<file path="config.mk">
export PLATFORM = sky130hd
export DESIGN_NAME = bf16_row_dot_product_top
export DESIGN_NICKNAME = d
export VERILOG_FILES = /design/src/hdl/bf16rdp_pkg.sv /design/src/hdl/bf16_row_dot_product_top.sv
export SDC_FILE = /design/constraint.sdc
export NUM_CORES = 1
export LEC_CHECK = 0
export ABC_AREA = 1
export BUFFER_PORTS_ARGS = -buffer_cell sky130_fd_sc_hd__buf_4
export CORE_AREA = 2 2 320 259
export CTS_BUF_LIST = sky130_fd_sc_hd__clkbuf_8
export CTS_CLUSTER_DIAMETER = 80
export DETAILED_ROUTE_END_ITERATION = 12
export DIE_AREA = 0 0 322 261
export PLACE_DENSITY = 0.41
export SLEW_MARGIN = 20
export SYNTH_ARGS = -nofsm -noshare
export SYNTH_HDL_FRONTEND = slang
export SYNTH_SLANG_ARGS = --single-unit
</file>
<file path="constraint.sdc">
create_clock -name clk -period 22.1 [get_ports clk]
set_input_delay 4.42 -clock clk [delete_from_list [all_inputs] [get_ports clk]]
set_output_delay 4.42 -clock clk [all_outputs]
set_load 0.01 [all_outputs]
</file>
<file path="src/hdl/bf16rdp_pkg.sv">
// ----------------------------------------------------------------------------
// bf16rdp_pkg: shared constants and arithmetic for the bf16 row dot product
// Holds the fp32 encodings and the flush-to-zero multiply and add functions.
// ----------------------------------------------------------------------------
package bf16rdp_pkg;

    localparam int          OUT_DEPTH_DEFAULT = 4;
    localparam logic [31:0] FP32_QNAN         = 32'h7FC0_0000;
    localparam logic [31:0] FP32_POS_ZERO     = 32'h0000_0000;
    localparam logic [7:0]  EXP_MAX           = 8'hFF;

    // Exact bf16 x bf16 product as fp32; subnormals flush, NaN is canonical.
    function automatic logic [31:0] bf16_mul(input logic [15:0] a, input logic [15:0] b);
        logic              sg;
        logic              a_z;
        logic              b_z;
        logic              a_i;
        logic              b_i;
        logic              a_n;
        logic              b_n;
        logic [15:0]       p;
        logic [14:0]       frac;
        logic signed [9:0] e;
        logic [31:0]       res;
        sg  = a[15] ^ b[15];
        a_z = (a[14:7] == 8'h00);
        b_z = (b[14:7] == 8'h00);
        a_i = (a[14:7] == EXP_MAX) && (a[6:0] == 7'h00);
        b_i = (b[14:7] == EXP_MAX) && (b[6:0] == 7'h00);
        a_n = (a[14:7] == EXP_MAX) && (a[6:0] != 7'h00);
        b_n = (b[14:7] == EXP_MAX) && (b[6:0] != 7'h00);
        p   = {1'b1, a[6:0]} * {1'b1, b[6:0]};
        e   = signed'({2'b00, a[14:7]}) + signed'({2'b00, b[14:7]}) - 10'sd127;
        if (p[15])
        begin
            frac = p[14:0];
            e    = e + 10'sd1;
        end
        else
        begin
            frac = {p[13:0], 1'b0};
        end
        if (a_n || b_n || (a_i && b_z) || (b_i && a_z))
        begin
            res = FP32_QNAN;
        end
        else if (a_i || b_i)
        begin
            res = {sg, EXP_MAX, 23'h0};
        end
        else if (a_z || b_z || (e <= 10'sd0))
        begin
            res = {sg, 31'h0};
        end
        else if (e >= 10'sd255)
        begin
            res = {sg, EXP_MAX, 23'h0};
        end
        else
        begin
            res = {sg, e[7:0], frac, 8'h00};
        end
        return res;
    endfunction

    // Position of the leading one in a 27-bit word, counted from the top.
    function automatic logic [4:0] lead_zeros27(input logic [26:0] v);
        logic [4:0] n;
        n = 5'd0;
        for (int i = 0; i < 27; i++)
        begin
            if (v[i])
            begin
                n = 5'(26 - i);
            end
        end
        return n;
    endfunction

    // fp32 add of two flushed operands, round to nearest even, result flushed.
    function automatic logic [31:0] fp32_add(input logic [31:0] x, input logic [31:0] y);
        logic [31:0]       bg;
        logic [31:0]       sm;
        logic [7:0]        d;
        logic [26:0]       mb;
        logic [26:0]       ms;
        logic [26:0]       msh;
        logic [26:0]       n;
        logic [27:0]       s;
        logic [4:0]        lz;
        logic [24:0]       r;
        logic              st;
        logic              inc;
        logic signed [9:0] e;
        logic [31:0]       res;
        if (x[30:0] >= y[30:0])
        begin
            bg = x;
            sm = y;
        end
        else
        begin
            bg = y;
            sm = x;
        end
        d   = bg[30:23] - sm[30:23];
        mb  = {1'b1, bg[22:0], 3'b000};
        ms  = {1'b1, sm[22:0], 3'b000};
        msh = 27'h0;
        st  = 1'b1;
        if (d < 8'd27)
        begin
            msh = ms >> d[4:0];
            st  = |(ms & ~({27{1'b1}} << d[4:0]));
        end
        msh[0] = msh[0] | st;
        e = signed'({2'b00, bg[30:23]});
        n = 27'h0;
        if (bg[31] == sm[31])
        begin
            s = {1'b0, mb} + {1'b0, msh};
            if (s[27])
            begin
                n = {s[27:2], s[1] | s[0]};
                e = e + 10'sd1;
            end
            else
            begin
                n = s[26:0];
            end
        end
        else
        begin
            s  = {1'b0, mb} - {1'b0, msh};
            lz = lead_zeros27(s[26:0]);
            n  = s[26:0] << lz;
            e  = e - signed'({5'b00000, lz});
        end
        inc = n[2] & (n[1] | n[0] | n[3]);
        r   = {1'b0, n[26:3]} + {24'h0, inc};
        if (r[24])
        begin
            e = e + 10'sd1;
        end
        if ((x[30:23] == EXP_MAX && x[22:0] != 23'h0) ||
            (y[30:23] == EXP_MAX && y[22:0] != 23'h0))
        begin
            res = FP32_QNAN;
        end
        else if (x[30:23] == EXP_MAX && y[30:23] == EXP_MAX)
        begin
            res = (x[31] == y[31]) ? x : FP32_QNAN;
        end
        else if (bg[30:23] == EXP_MAX)
        begin
            res = bg;
        end
        else if (sm[30:23] == 8'h00)
        begin
            if (bg[30:23] == 8'h00)
            begin
                res = {x[31] & y[31], 31'h0};
            end
            else
            begin
                res = bg;
            end
        end
        else if (bg[31] != sm[31] && s[26:0] == 27'h0)
        begin
            res = FP32_POS_ZERO;
        end
        else if (e >= 10'sd255)
        begin
            res = {bg[31], EXP_MAX, 23'h0};
        end
        else if (e <= 10'sd0)
        begin
            res = {bg[31], 31'h0};
        end
        else
        begin
            res = {bg[31], e[7:0], r[22:0]};
        end
        return res;
    endfunction

endpackage

</file>
<file path="src/hdl/bf16_row_dot_product_top.sv">
// ----------------------------------------------------------------------------
// bf16_row_dot_product_top: streaming bf16 row dot product with fp32 sum
// Multiplies element pairs, accumulates per row, emits the sum on end of row.
// ----------------------------------------------------------------------------
// The last request of a row passes stage one and stage two, and its row sum is
// then written into the output queue, which offers it on m_tvalid.
// Throughput: one request per cycle while s_tready is high; the fp32 add back
// into the accumulator is combinational and closes through acc_reg alone, and a
// small output queue keeps input flowing while results wait. Reset clears the
// accumulator to positive zero and empties the pipeline and the output queue.
module bf16_row_dot_product_top
    import bf16rdp_pkg::*;
#(
    parameter int OUT_DEPTH = OUT_DEPTH_DEFAULT  // output queue entries, at least 3
)
(
    input  logic        clk,
    input  logic        rst_n,
    input  logic        s_tvalid,
    output logic        s_tready,
    input  logic [31:0] s_tdata,   // [15:0] out_value, [31:16] grad_value
    input  logic        s_tlast,   // end_of_row
    output logic        m_tvalid,
    input  logic        m_tready,
    output logic [31:0] m_tdata    // [31:0] row_sum
);

    localparam int PW = (OUT_DEPTH > 1) ? $clog2(OUT_DEPTH) : 1;
    localparam int CW = $clog2(OUT_DEPTH + 1) + 1;

    // Stage one holds the raw request, stage two the fp32 product.
    logic        v1_reg;
    logic [15:0] a1_reg;
    logic [15:0] g1_reg;
    logic        e1_reg;
    logic        v2_reg;
    logic [31:0] p2_reg;
    logic        e2_reg;
    logic [31:0] acc_reg;
    logic [31:0] acc_next;
    logic [31:0] sum;

    // The output queue is the result register; it holds finished row sums.
    logic [31:0]   mem_reg [OUT_DEPTH];
    logic [PW-1:0] wptr_reg;
    logic [PW-1:0] rptr_reg;
    logic [CW-1:0] cnt_reg;
    logic [CW-1:0] pending;
    logic          push;
    logic          pop;
    logic          accept;

    // Count every row sum that is queued or still in flight, so a result can
    // always find a free entry and the pipeline never has to stall. A new
    // request is taken only while one more row sum would still fit.
    assign pending  = cnt_reg + CW'(v1_reg & e1_reg) + CW'(v2_reg & e2_reg);
    assign s_tready = (pending < CW'(OUT_DEPTH));
    assign accept   = s_tvalid & s_tready;
    assign push     = v2_reg & e2_reg;
    assign pop      = m_tvalid & m_tready;
    assign m_tvalid = (cnt_reg != '0);
    assign m_tdata  = mem_reg[rptr_reg];

    assign sum = fp32_add(acc_reg, p2_reg);

    always_comb
    begin
        acc_next = acc_reg;
        if (v2_reg)
        begin
            acc_next = e2_reg ? FP32_POS_ZERO : sum;
        end
    end

    always_ff @(posedge clk or negedge rst_n)
    begin
        if (!rst_n)
        begin
            v1_reg   <= 1'b0;
            e1_reg   <= 1'b0;
            v2_reg   <= 1'b0;
            e2_reg   <= 1'b0;
            acc_reg  <= FP32_POS_ZERO;
            wptr_reg <= '0;
            rptr_reg <= '0;
            cnt_reg  <= '0;
        end
        else
        begin
            v1_reg  <= accept;
            e1_reg  <= accept & s_tlast;
            v2_reg  <= v1_reg;
            e2_reg  <= v1_reg & e1_reg;
            acc_reg <= acc_next;
            if (push)
            begin
                wptr_reg <= (wptr_reg == PW'(OUT_DEPTH - 1)) ? '0 : wptr_reg + 1'b1;
            end
            if (pop)
            begin
                rptr_reg <= (rptr_reg == PW'(OUT_DEPTH - 1)) ? '0 : rptr_reg + 1'b1;
            end
            cnt_reg <= cnt_reg + CW'(push) - CW'(pop);
        end
    end

    // Payload registers carry no reset.
    always_ff @(posedge clk)
    begin
        if (accept)
        begin
            a1_reg <= s_tdata[15:0];
            g1_reg <= s_tdata[31:16];
        end
        p2_reg <= bf16_mul(a1_reg, g1_reg);
        if (push)
        begin
            mem_reg[wptr_reg] <= sum;
        end
    end

    a_cnt_bound: assert property (@(posedge clk) disable iff (!rst_n)
        cnt_reg <= CW'(OUT_DEPTH))
        else $error("output queue overfilled");

    a_acc_clear: assert property (@(posedge clk) disable iff (!rst_n)
        (v2_reg && e2_reg) |=> (acc_reg == FP32_POS_ZERO))
        else $error("accumulator not cleared after end of row");

    a_push_room: assert property (@(posedge clk) disable iff (!rst_n)
        push |-> (cnt_reg < CW'(OUT_DEPTH)) || pop)
        else $error("row sum written into a full queue");

    a_hold_empty: assert property (@(posedge clk) disable iff (!rst_n)
        (!push && !pop) |=> $stable(cnt_reg))
        else $error("queue count moved without a push or pop");

endmodule

</file>
==> metrics.csv, run 1 <==
metric;value;unit
status;finished clean;
Placed Instances;4288;
synth unique cells;69;
Worst-Margin Slew;989;ps
synth top area cells;edfxtp_1 (21%), nand2_1 (15%), ha_1 (8.1%);
WL final;82700;µm
detailed placement HPWL;65300;µm
clock transition at the registers of the reported paths;70;ps
count of final hold-check violations;0;
Worst path slowest cell;ha_1;
fin nets;3496;
Final Slew Violations;0;
buffer count from post-CTS setup fixing;0;
Layout area overhead;9.87;%
final non-filler cell total;4360;
initial cell density of the core;0.277;
hold depth;0;
Synth top area share;0.214;
crit path kind;flip-flop to flip-flop;
largest net degree at the start of global routing;72;
row cnt;94;
RePlAce Congestion;0.912;
stages on the worst setup path;59;
min Tclk post-route;14210;ps
Worst path most repeated cell;nand2_1;
Largest register FFs;128;
CP Launch Type;flip-flop;
FF-to-FF path depth;59;
H-tree Lvls;2;
Main synth FF type;edfxtp_1;
Residual DRC;0;
Placed Area;23900;µm²
Final Cycle Share;0.643;
Syn. warnings;0;
GRT Residual Overflow;0;
Avg Cell Area, Syn;6.88;µm²
delay of the slowest critical-path stage;860;ps
synthesized area;22400;µm²
later-pin clock latency in the skew report;570;ps
I/O pin count;71;
Crit path max-delay family;simple AND/OR/NAND/NOR gates;
Total Neg Setup Slack;0;ps
PortBufs;70;
WP data required;22310;ps
chip width;322;µm
synthesized flop and latch total;228;
vias post-DR;21297;
clk root buf;clkbuf_8;
crit end category;flip-flop;
global-route wire length before repair;127000;µm
clk sinks;228;
CORE AREA;81200;µm²
Synth async-reset ratio;0.193;
initial antenna violation count;0;
register area share after synthesis;0.285;
cts bufs inserted;39;
post-synthesis cell count;3264;
TritonRoute pass-1 iters;5;
all-layer global routing usage;0.195;
CTS tree;yes;
post-cts sizing count;0;
max cap viols;0;
Die H;261;µm
Final ANT Viol Nets;0;
relative slew slack;0.334;
syn_nets;3487;
Avg WL per Cell;19.0;µm
RSZ-0062 raised after global routing;no;
CP Buf/Inv Count;6;
fraction of layout cells with a size suffix above 1;0.0920;
Setup-failing EPs final;0;
Min-Delay Path Class;flip-flop to flip-flop;
number of vias per cell;4.88;
CTS max path bufs;3;
CP max FO;29;
Post-synth EDFFs;160;
Die Footprint;84000;µm²
# diodes;0;
DRT iter0 DRCs;1762;
CTS hold repair buffers;0;
number of global-route vias before repair;20755;
worst hold slack;395;ps
post-route design area;24700;µm²
skew final;17.6;ps
area leader, netlist;edfxtp_1;
Max Freq;70.4;MHz
Worst Path Arrival;14420;ps
-- cell usage after synthesis, types with 7 or more instances --
| cell type | count |
|---|---|
| clkinv_1 | 7 |
| clkbuf_1 | 90 |
| fa_1 | 40 |
| nor2_1 | 291 |
| buf_4 | 12 |
| dfrtp_1 | 44 |
| o21ai_1 | 23 |
| a31oi_1 | 10 |
| buf_1 | 7 |
| inv_2 | 28 |
| nand3_2 | 15 |
| xnor2_1 | 12 |
| o21bai_1 | 14 |
| o21ai_0 | 164 |
| ha_1 | 146 |
| buf_6 | 13 |
| buf_2 | 16 |
| edfxtp_1 | 160 |
| o22ai_1 | 36 |
| nand2_1 | 875 |
| inv_1 | 415 |
| nor3_1 | 33 |
| nand3_1 | 335 |
| o211ai_1 | 10 |
| nor2_4 | 8 |
| a21oi_1 | 137 |
| a211oi_1 | 9 |
| nand2_2 | 39 |
| nor4_1 | 18 |
| nor2_2 | 9 |
| xor2_1 | 75 |
| nand4_1 | 64 |
| dfxtp_1 | 24 |
| nand3b_1 | 8 |
-- final timing paths --
check / start / endpoint / slack (ps)
worst min-delay path: v1_reg / v2_reg / 390
worst max-delay path: acc_reg[23] / mem_reg[1][29] / 7890
worst min register to register: v1_reg / v2_reg / 390
min in group asynchronous: rst_n / acc_reg[28] / 3890
max in group asynchronous: rst_n / rptr_reg[0] / 17730
worst max register to register: acc_reg[23] / mem_reg[1][29] / 7890
-- layer usage --
layer,vias to the layer above,share of wire,GRT usage
li1,10691,-,-
met1,10018,0.51,0.295
met2,508,0.43,0.298
met3,80,0.049,0.0255
met4,0,0.016,0.0352
met5,-,0,0
-- metrics by stage --
stage | utilization | setup WS [ps]
floorplan | - | 12390
global placement | 0.295 | 8090
detailed placement | 0.295 | 7860
CTS | 0.304 | 7820
global route | 0.304 | 6340
finish | 0.304 | 7890
-- layout make-up --
class / instances / area, µm²
flip-flops and latches: 228 / 6390
inverters: 450 / 1690
well taps: 1056 / 1320
clock buffers: 40 / 551
multi-input cells: 2447 / 13700
repair buffers: 107 / 803
fillers: 9104 / 56500
clock inverters: 32 / 189
-- cells by family after synthesis --
family,share of synthesized area
AND/OR/NAND/NOR,0.341
multiplexers,0.000892
flip-flops,0.285
AO/OA/AOI/OAI,0.113
XOR/XNOR,0.0369
adder cells (fa/ha/maj),0.117
buffers and inverters,0.106
-- cells in the final DEF (no fill, tap or decap), types with 43 or more instances in the layout --
cell	synthesis	layout
o21ai_0	164	164
nand2_1	875	874
dfrtp_1	44	43
nor2_1	291	286
nand3_1	335	335
buf_4	12	107
nand4_1	64	64
a21oi_1	137	137
xor2_1	75	75
edfxtp_1	160	160
ha_1	146	146
inv_1	415	427
Power of run 1 is not shown: default switching activity piles up to over one toggle a cycle in this logic, so the estimate is an artifact.
==> inputs of run 2 (changes only) <==
clock period = 13.8 ns   (was 22.1 ns; I/O delays follow)
==> metrics.csv, run 2 (same netlist as run 1, synthesis figures left out) <==
metric;value;unit
cts bufs inserted;41;
Final ANT Viol Nets;0;
Total Neg Setup Slack;0;ps
status;finished clean;
wl on met1;41300;µm
crit path kind;flip-flop to flip-flop;
initial cell density of the core;0.277;
WP data required;14000;ps
RSZ-0062 raised after global routing;no;
Worst path slowest cell;nand2_1;
skew final;32.0;ps
clk root buf;clkbuf_8;
CTS hold repair buffers;0;
Worst-Margin Slew;895;ps
Setup-failing EPs final;0;
Worst Path Arrival;12500;ps
vias post-DR;21360;
Avg WL per Cell;18.9;µm
Layout area overhead;10.5;%
post-cts sizing count;0;
Worst path most repeated cell;nand2_1;
max cap viols;0;
clock transition at the registers of the reported paths;60;ps
min Tclk post-route;12290;ps
fin nets;3506;
CTS max path bufs;3;
final non-filler cell total;4371;
# fillers;8995;
Final Slew Violations;0;
clk sinks;228;
later-pin clock latency in the skew report;580;ps
Max Freq;81.3;MHz
Final Cycle Share;0.891;
Largest register FFs;128;
DRT iter0 DRCs;1870;
WL final;82700;µm
count of final hold-check violations;0;
I/O pin count;71;
met2 WL post-DR;35100;µm
CTS tree;yes;
chip width;322;µm
most frequent cells in the layout;nand2_1 (874), inv_1 (436), nand3_1 (335), nor2_1 (286), o21ai_0 (164);
GRT Residual Overflow;0;
commonest non-fill, non-tap cell in the layout;nand2_1;
initial antenna violation count;0;
H-tree Lvls;2;
Residual DRC;0;
relative slew slack;0.398;
CP max FO;29;
detailed placement HPWL;65400;µm
RePlAce Congestion;0.917;
number of vias per cell;4.89;
Setup WS pre-CTS;1310;ps
delay of the slowest critical-path stage;450;ps
buffer count from post-CTS setup fixing;0;
DR top layer;met4;
CP Launch Type;flip-flop;
PortBufs;70;
CP Buf/Inv Count;14;
met3 routed WL;4560;µm
FF+latch area;6390;µm²
largest net degree at the start of global routing;72;
setup ws final;1510;ps
Placed Instances;4295;
all-layer global routing usage;0.196;
Die Footprint;84000;µm²
fraction of layout cells with a size suffix above 1;0.0950;
Die H;261;µm
multi-input combinational cell area;13700;µm²
Crit path max-delay family;simple AND/OR/NAND/NOR gates;
Min-Delay Path Class;flip-flop to flip-flop;
row cnt;94;
TritonRoute pass-1 iters;6;
global-route wire length before repair;127000;µm
CORE AREA;81200;µm²
# diodes;0;
number of global-route vias before repair;20927;
crit end category;flip-flop;
## run 2: cell count changes in the layout (fill, tap and decap cells not counted), moves of 2 or more
cell	change
buf_4	+6
clkinvlp_4	+2
clkbuf_8	+3
clkinv_1	-9
inv_1	+9
clkinv_2	-2
## run 2: layout make-up
type / instances / share of cell area
Tap cell: 1056 / 0.0533
Sequential cell: 228 / 0.258
Clock inverter: 32 / 0.00853
Timing Repair inverter: 1 / 0.000202
Clock buffer: 43 / 0.0239
Timing Repair Buffer: 114 / 0.0350
Multi-Input combinational cell: 2447 / 0.553
Inverter: 450 / 0.0683
## run 2: worst reg2reg max path, delay by kind of cell (launching register included)
| kind | cells | cell delay (ps) |
|---|---|---|
| flops | 1 | 410 |
| fa+ha+maj | 5 | 1480 |
| simple gates | 35 | 4880 |
| buf+inv | 14 | 2540 |
| compound gates | 12 | 2640 |
## run 2: metal layers
layer | up-vias | track usage
li1 | 10718 | -
met1 | 9995 | 0.291
met2 | 548 | 0.299
met3 | 99 | 0.0318
met4 | 0 | 0.0415
met5 | - | 0
## run 2: metrics by stage
| step | instance area (µm²) | utilization | hold slack (ps) |
|---|---|---|---|
| after floorplan | 22400 | - | 354 |
| after global placement | 24000 | 0.296 | 388 |
| after detailed placement | 24000 | 0.296 | 385 |
| after CTS | 24800 | 0.305 | 400 |
| after global routing | 24800 | 0.306 | 405 |
| final | 24800 | 0.306 | 390 |
## run 2: final timing paths
path                             start             end  slack (ps)  cells past startpoint
hold reg to reg                 v1_reg          v2_reg         390                      0
setup / recovery           acc_reg[23]  mem_reg[2][27]        1510                     66
hold / removal                  v1_reg          v2_reg         390                      0
max in group asynchronous        rst_n     rptr_reg[0]       11110                      1
min in group asynchronous        rst_n     acc_reg[23]        2210                      1
setup reg to reg           acc_reg[23]  mem_reg[2][27]        1510                     66
Power of run 2 is left out for the same reason.
==> inputs of run 3 (changes only) <==
--- a/config.mk
+++ b/config.mk
@@ -6,11 +6,11 @@
 export NUM_CORES = 1
 export LEC_CHECK = 0
-export ABC_AREA = 1
+export ABC_AREA = 0
 export BUFFER_PORTS_ARGS = -buffer_cell sky130_fd_sc_hd__buf_4
-export CORE_AREA = 2 2 320 259
+export CORE_AREA = 2 2 322 261
 export CTS_BUF_LIST = sky130_fd_sc_hd__clkbuf_8
 export CTS_CLUSTER_DIAMETER = 80
 export DETAILED_ROUTE_END_ITERATION = 12
-export DIE_AREA = 0 0 322 261
+export DIE_AREA = 0 0 324 263
 export PLACE_DENSITY = 0.41
 export SLEW_MARGIN = 20
==> constraint.sdc (replaced) <==
create_clock -name clk -period 13.8 [get_ports clk]
set_input_delay 1.38 -clock clk [delete_from_list [all_inputs] [get_ports clk]]
set_output_delay 1.38 -clock clk [all_outputs]
set_load 0.01 [all_outputs]
==> metrics.csv, run 3 <==
metric;value;unit
I/O pin count;71;
clk sinks;228;
FF+latch area;6390;µm²
Final Slew Violations;0;
Min-Delay Path Class;flip-flop to flip-flop;
Die Footprint;85200;µm²
cts bufs inserted;40;
syn_nets;2839;
PortBufs;70;
synth unique cells;123;
WP data required;14150;ps
vias post-DR;21615;
GRT Residual Overflow;0;
Synth top area share;0.211;
initial antenna violation count;1;
Avg Cell Area, Syn;8.71;µm²
Final ANT Viol Nets;0;
RSZ-0062 raised after global routing;no;
later-pin clock latency in the skew report;590;ps
CP max FO;20;
post-synthesis cell count;2616;
number of global-route vias before repair;20886;
CORE AREA;81700;µm²
Worst Path Arrival;13580;ps
register area share after synthesis;0.280;
crit end category;flip-flop;
Worst path slowest cell;a2111oi_0;
Post-synth EDFFs;160;
Main synth FF type;edfxtp_1;
most frequent cells in the layout;nand2_1 (234), nor2_1 (221), inv_1 (208), buf_4 (196), a21oi_1 (179);
CP Launch Type;flip-flop;
chip width;324;µm
Synth top cells by count;nand2_1 (234), nor2_1 (223), inv_1 (191);
synthesized area;22800;µm²
Die H;263;µm
Syn. warnings;0;
H-tree Lvls;2;
Residual DRC;0;
crit path kind;flip-flop to flip-flop;
fraction of layout cells with a size suffix above 1;0.155;
area leader, netlist;edfxtp_1;
CTS tree;yes;
number of vias per cell;5.61;
synthesized flop and latch total;228;
relative slew slack;0.266;
largest net degree at the start of global routing;45;
Final Cycle Share;0.959;
all-layer global routing usage;0.217;
commonest non-fill, non-tap cell in the layout;nand2_1;
DRT iter0 DRCs;2324;
global-route wire length before repair;140000;µm
TritonRoute pass-1 iters;6;
RePlAce Congestion;0.949;
Worst-Margin Slew;1100;ps
fin nets;2941;
WL final;94100;µm
# diodes;0;
count leader, synth;nand2_1;
multi-input combinational cell area;15200;µm²
row cnt;94;
detailed placement HPWL;75600;µm
max cap viols;0;
Setup-failing EPs final;0;
# fillers;8610;
CTS hold repair buffers;0;
Max Freq;75.6;MHz
skew final;45.5;ps
Largest register FFs;128;
delay of the slowest critical-path stage;850;ps
Avg WL per Cell;24.4;µm
Layout area overhead;14.1;%
status;finished clean;
min Tclk post-route;13230;ps
count of final hold-check violations;0;
clk root buf;clkbuf_8;
CTS max path bufs;3;
clock transition at the registers of the reported paths;70;ps
synth top area cells;edfxtp_1 (21%), ha_1 (8.0%), dfrtp_1 (4.8%);
Total Neg Setup Slack;0;ps
Synth async-reset ratio;0.193;
initial cell density of the core;0.279;
run 3: cell count changes after synthesis, moves of 45 or more:
cell | before | now
nand2_1 | 875 | 234
nand3_1 | 335 | 56
inv_1 | 415 | 191
nor2_1 | 291 | 223
and2_1 | 6 | 68
mux2i_1 | 2 | 53
xnor2_1 | 12 | 61
a211oi_1 | 9 | 54
a21oi_1 | 137 | 182
run 3: path summary, 6_finish.rpt:
kind                             start        endpoint  slack, ps  cells past startpoint
setup reg to reg           acc_reg[27]  mem_reg[2][20]        570                     43
hold reg to reg                 v1_reg          v2_reg        370                      0
max in group asynchronous        rst_n      acc_reg[5]      12540                      1
min in group asynchronous        rst_n     rptr_reg[1]        820                      1
setup / recovery           acc_reg[27]  mem_reg[2][20]        570                     43
hold / removal                  v1_reg          v2_reg        370                      0
run 3: cell families (layout without fill, tap and decap cells):
group	Yosys count	after routing	share of synthesized area
DFF	228	228	0.280
AOI/OAI and AO/OA	778	778	0.238
adders and majority gates	186	186	0.115
muxes	106	106	0.0705
and+or+nand+nor	893	893	0.200
xor gates and xnor gates	92	92	0.0354
buffers and inverters	333	466	0.0605
run 3: timing repair:
action | CTS | global route
resized for setup | 0 | 40
hold endpoints to repair | 0 | 0
buffers inserted | 0 | 6
endpoints found under the setup margin | 0 | 135
run 3: final cells by class:
type	count	share of cell area
inverters	197	0.0285
well taps	1104	0.0531
clock buffers	46	0.0244
flip-flops and latches	228	0.246
clock inverters	27	0.00587
multi-input cells	2055	0.586
repair buffers	196	0.0566
run 3: through the flow:
| stage | utilization | cells | cell area [µm²] | setup slack (ps) | hold slack [ps] |
|---|---|---|---|---|---|
| 2_1_floorplan | - | 2616 | 22800 | 1890 | 347 |
| 3_3_place_gp | 0.305 | 3774 | 25000 | 405 | 360 |
| 3_5_place_dp | 0.305 | 3774 | 25000 | 402 | 358 |
| 4_1_cts | 0.315 | 3847 | 25800 | 315 | 370 |
| 5_1_grt | 0.318 | 3853 | 26000 | 14.2 | 381 |
| 6_report | 0.318 | 3853 | 26000 | 571 | 367 |
run 3: per-layer routing:
layer / vias to the layer above / GRT usage / part of all wire
li1: 9994 / - / -
met1: 10678 / 0.346 / 0.50
met2: 849 / 0.305 / 0.41
met3: 94 / 0.0374 / 0.077
met4: 0 / 0.0328 / 0.014
met5: - / 0 / 0
run 3: worst max-delay path, delay by kind of cell, from the launching register on:
family | cells | cell delay [ps]
fa+ha+maj | 3 | 1050
flops | 1 | 490
compound gates | 22 | 6130
buf+inv | 2 | 480
simple gates | 16 | 4820
Power of run 3 is left out for the same reason.
